**config.mk**
```make
export PLATFORM = sky130hd
export DESIGN_NAME = pei_mul
export DESIGN_NICKNAME = d
export VERILOG_FILES = /design/src/sv/pei_pkg.sv /design/src/sv/pei_mul.sv
export SDC_FILE = /design/constraint.sdc
export NUM_CORES = 2
export LEC_CHECK = 0
export BUFFER_PORTS_ARGS = -buffer_cell sky130_fd_sc_hd__buf_4
export CAP_MARGIN = 20
export CELL_PAD_IN_SITES_DETAIL_PLACEMENT = 1
export CELL_PAD_IN_SITES_GLOBAL_PLACEMENT = 1
export CORE_ASPECT_RATIO = 0.6
export CORE_MARGIN = 4
export CORE_UTILIZATION = 45
export DETAILED_ROUTE_END_ITERATION = 7
export GPL_TIMING_DRIVEN = 0
export PLACE_DENSITY = 0.74
export SLEW_MARGIN = 15
export SYNTH_ARGS = -nofsm -noshare
export SYNTH_HDL_FRONTEND = slang
export SYNTH_SLANG_ARGS = --single-unit
```
**constraint.sdc**
```tcl
create_clock -name clk -period 8.3 [get_ports clk]
set_input_delay 1.245 -clock clk [delete_from_list [all_inputs] [get_ports clk]]
set_output_delay 1.245 -clock clk [all_outputs]
set_load 0.01 [all_outputs]
```
**src/sv/pei_pkg.sv**
```systemverilog
// shared types, codes and constants of the damped particle integrator
package pei_pkg;

  localparam int FRAC_BITS = 16;
  localparam int VEC_W     = 32;
  localparam int MUL_W     = 33;
  localparam int PROD_W    = 2 * MUL_W;
  localparam int EXP_STEPS = 16;

  typedef enum logic [2:0] {
    OP_ADD_FORCE = 3'd0,
    OP_INTEGRATE = 3'd1,
    OP_CLR_FORCE = 3'd2,
    OP_LOAD_POS  = 3'd3,
    OP_LOAD_VEL  = 3'd4
  } opcode_t;

  typedef enum logic [7:0] {
    REG_INV_MASS = 8'd0,
    REG_DAMPING  = 8'd1
  } cfg_reg_t;

  typedef enum logic [3:0] {
    S_IDLE, S_LOG, S_LT, S_EXP, S_POS, S_ACC, S_VEL, S_DMP, S_DONE
  } state_t;

  typedef logic [29:0] ctab_t [EXP_STEPS];

  // c_k = floor(sqrt(c_(k-1) * 2^30)), c_0 = 2^29, entry j holds c_(j+1)
  function automatic ctab_t build_ctab();
    ctab_t tab;
    logic [63:0] c;
    logic [63:0] v;
    logic [63:0] r;
    logic [63:0] t;
    c = 64'd1 << 29;
    for (int k = 0; k < EXP_STEPS; k++) begin
      v = c << 30;
      r = '0;
      for (int b = 31; b >= 0; b--) begin
        t = r | (64'd1 << b);
        if (t * t <= v) r = t;
      end
      c = r;
      tab[k] = c[29:0];
    end
    return tab;
  endfunction

  localparam ctab_t C_TAB = build_ctab();

endpackage

```
**src/sv/pei_mul.sv**
```systemverilog
// shared signed multiplier with registered product
module pei_mul import pei_pkg::*; (
  input  logic                     clk,
  input  logic signed [MUL_W-1:0]  a,
  input  logic signed [MUL_W-1:0]  b,
  output logic signed [PROD_W-1:0] p
);

  logic signed [PROD_W-1:0] p_r;

  always_ff @(posedge clk) begin
    p_r <= PROD_W'(a) * PROD_W'(b);
  end

  assign p = p_r;

endmodule

```
After elaboration in Yosys (flattened, before gate mapping)

Index checks and enable logic that the tools add are counted.

Bits in registers: 66
Bits in latches: 0
Bits in writable memories: 0
Bits in read-only memories: 0
Bits of input ports: 67
Word-level logic and storage cells: 2
Memories kept: 0

Add/sub/neg operators: 0
$mul: 1
Divide/modulo/power cells: 0
Magnitude comparators: 0
Equal/unequal tests: 0
Shifts and indexed selects: 0
Mux-type cells: 0
Bitwise gates (word level): 0
Reductions and logical operators: 0

Operators with widths:

| cell                                           | count |
|---|---|
| 33-bit by 33-bit multiplier with 66-bit output | 1 |

Depth between registers and ports, before layout

Word-level depth: 1
Depth in mapped cells: 27

Least setup slack after synthesis

OpenSTA, ideal clock, no wires.

Path type: input to register
Start: in a[32]
End: reg p_r[62], in the netlist p[62]
Setup time: 0.079 ns
Arrival: 8.402 ns
Required time: 8.221 ns
Slack: -0.181 ns
Cell stages on the path: 23
Path buffers: 2
Path through: clkbuf_1 > nand2_1 > inv_1 > fa_1 > fa_1 > fa_1 > fa_1 > fa_1 > fa_1 > fa_1 > inv_1 > fa_1 > inv_1 > ha_1 > clkbuf_1 > and3_1 > nand3_1 > nand2b_1 > a2111oi_4 > a211oi_4 > a21o_2 > a21o_1 > a211oi_2

Word-level cells in the longest chain between the ends: 1

Ends and longest elaborated chain:

| element                                        | RTL line      | source |
|---|---|---|
| start, declared                                | pei_mul.sv:4  | `input logic signed [MUL_W-1:0] a,` |
| 33-bit by 33-bit multiplier with 66-bit output | pei_mul.sv:12 | `p_r <= PROD_W'(a) * PROD_W'(b);` |
| end signal, assigned                           | pei_mul.sv:12 |  |
| end, declared                                  | pei_mul.sv:9  | `logic signed [PROD_W-1:0] p_r;` |

Every way passes these cells.

Worst setup path after layout

Start: in a[6]
End: reg p_r[65], in the netlist p[65]

The elaborated chain is that of the path after synthesis.

==> metrics.md <==
| Metric | Value |
|---|---|
| Site Rows | `85` |
| Min-Delay Path Class | `in -> reg` |
| Residual DRC | `0` |
| Area grow syn2layout | `12.6%` |
| Core footprint | `89800 um2` |
| Post-synthesis cell count | `4338` |
| Worst slew pin tran | `0.903 ns` |
| DR vias | `32.0k` |
| Iteration-0 DRC Markers | `3493` |
| Vias in the first global route | `34.7k` |
| Worst slew margin | `39.8%` |
| Outcome | `completed` |
| CTS Sinks | `66` |
| Drt first pass iters | `6` |
| Layout cell share with drive strength beyond 1 | `13.3%` |
| Yosys reg bits | `66` |
| Initial antenna violation count | `10` |
| WP data required | `8.54 ns` |
| Critical Path Start Type | `primary input` |
| Most common cell after layout, fill and taps aside | `inv_1` |
| Setup-failing EPs final | `0` |
| Starting Density | `45.4%` |
| Post-place instance area | `43300 um2` |
| Largest family of logic cells by synthesized area | `adder cells` |
| CP Capture Type | `register` |
| WL/cell | `30.0 um` |
| Clock root cell | `clkbuf_16` |
| First-pass GRT wire length | `251 mm` |
| Hold-fix buffers, CTS | `0` |
| Syn Nets | `5767` |
| TritonCTS Buffers | `9` |
| Die width | `396 um` |
| Synth warnings | `0` |
| WL final | `173 mm` |
| Number of fillers in the final layout | `10.2k` |
| Final nets | `5950` |
| Synth Area in Adders | `62.9%` |
| Ys async rst share | `0%` |
| CTS tree | `done` |
| Clock slew at reported path FFs | `0.07 ns` |
| CP arrival | `8.47 ns` |
| Mux cell area share after synthesis | `0%` |
| Unique cell type count in the Yosys netlist | `80` |
| HPWL after DPL | `153 mm` |
| Max Freq | `122 MHz` |
| Post-synthesis sequential area ratio | `3.24%` |
| Max Cap Viol | `0` |
| Fin. max-slew vios | `0` |
| RSZ-0062 raised after global routing | `true` |
| Syn_area_per_cell | `9.39 um2` |
| Via density | `5.56` |
| Total GRT Usage | `37.1%` |
| Design Area, Final | `45900 um2` |
| Remaining global-route overflow | `0` |
| Die height | `241 um` |
| Post-Syn Area | `40700 um2` |
| Post-synth EDFFs | `0` |
| Die ar. | `95600 um2` |
| Post-synthesis simple-gate area fraction | `15.8%` |
| Post-DRT Antenna Nets | `0` |
| Prevailing post-synth register cell | `dfxtp_1` |
| Clock buffer depth | `2` |
| Pin count of the biggest net entering global routing | `27` |
| Max reg flops | `66` |
| PortBufs | `132` |
| Worst Path Max Fanout | `10` |
| Final Critical Period | `8.23 ns` |
| Final Cycle Share | `99.1%` |
| Number of top-level pins | `133` |
| Synth Area in XOR/XNOR | `1.46%` |
| Most frequent cells in the layout | `inv_1 (1119), fa_1 (1076), and2_1 (558)` |
| Final hold violations | `0` |
| Htree depth | `3` |
| Critical path type | `in -> reg` |
| Post-synthesis compound-gate area fraction | `4.07%` |
| Placer Congestion | `1.05` |
| Setup_tns | `0 ns` |
## per-layer routing
layer  vias up  global-route usage, %  wire length (um)
met5         -                      0               312
met4        14                   5.63              2670
met3       184                   26.5             35100
met2      2131                   45.5             62400
met1     16900                   52.9             72300
li1      12700                      -                 -
## layout make-up
| cell class | count | area (um2) | area share (%) |
|---|---|---|---|
| Antenna cell | 9 | 22.5 | 0.0491 |
| Buffer | 212 | 1870 | 4.07 |
| Clock buffer | 10 | 239 | 0.521 |
| Clock inverter | 6 | 66.3 | 0.145 |
| Inverter | 1131 | 4250 | 9.27 |
| Multi-Input combinational cell | 2920 | 35100 | 76.5 |
| Sequential cell | 66 | 1320 | 2.88 |
| Tap cell | 1218 | 1520 | 3.32 |
| Timing Repair Buffer | 181 | 1490 | 3.25 |
## what timing repair did
item | in CTS | in global routing
pin swaps | 20 | 76
gates resized for setup | 390 | 420
cloned | 0 | 1
setup endpoints to repair | 37 | 32
setup buffers | 27 | 20
## synthesized netlist by cell type, types with 12 or more instances
cell / count / share of area, %
clkbuf_1: 208 / 1.9
nand2_1: 551 / 5.1
nor2_1: 68 / 0.63
a21oi_1: 57 / 0.70
a21o_1: 36 / 0.66
ha_1: 217 / 6.7
inv_1: 1131 / 10
nand3_1: 25 / 0.31
xor2_1: 25 / 0.54
fa_1: 1145 / 56
dfxtp_1: 66 / 3.2
xnor2_1: 43 / 0.92
nand2b_1: 12 / 0.18
and2_1: 562 / 8.6
o21ai_0: 25 / 0.31
## cells by family (layout without fill, tap and decap cells)
logic type | count (synthesis) | after routing
fa+ha+maj | 1362 | 1362
buf+inv | 1352 | 1540
simple gates | 1271 | 1271
compound gates | 219 | 219
xor+xnor | 68 | 68
flops | 66 | 66
other cells | 0 | 9
## worst max-delay path, stage by stage
cell      delay [ns]
buf_4           0.17
clkbuf_4        0.29
nand2_1         0.11
fa_1            0.52
inv_1           0.06
fa_1            0.50
inv_1           0.06
fa_1            0.54
inv_1           0.08
fa_2            0.66
fa_2            0.59
fa_1            0.48
fa_1            0.52
inv_1           0.07
fa_1            0.51
inv_1           0.07
ha_4            0.25
o21ai_0         0.18
nand2b_1        0.12
a211o_1         0.34
a32oi_2         0.25
o31ai_4         0.12
buf_12          0.15
a21oi_4         0.16
buf_12          0.15
o21ai_1         0.09
xnor2_1         0.14
## worst paths after layout
check  slack [ns]  startpoint  cells past startpoint     to
max          0.07        a[6]                     27  p[65]
min          1.27        a[0]                      2   p[0]
## metrics by stage
step | hold WS, ns | worst slack, ns | util, % | instances
final | 1.27 | 0.0732 | 51.1 | 5753
after CTS | 1.25 | -0.00475 | 49.8 | 5725
after global routing | 1.27 | -0.0567 | 51.1 | 5745
after detailed placement | 1.64 | -1.86 | 48.2 | 5689
after floorplan | 1.37 | 0.0378 | - | 4338
after global placement | 1.64 | -1.79 | 48.2 | 5688
Power is not shown: default switching activity piles up to over one toggle a cycle in this logic, so the estimate is an artifact.
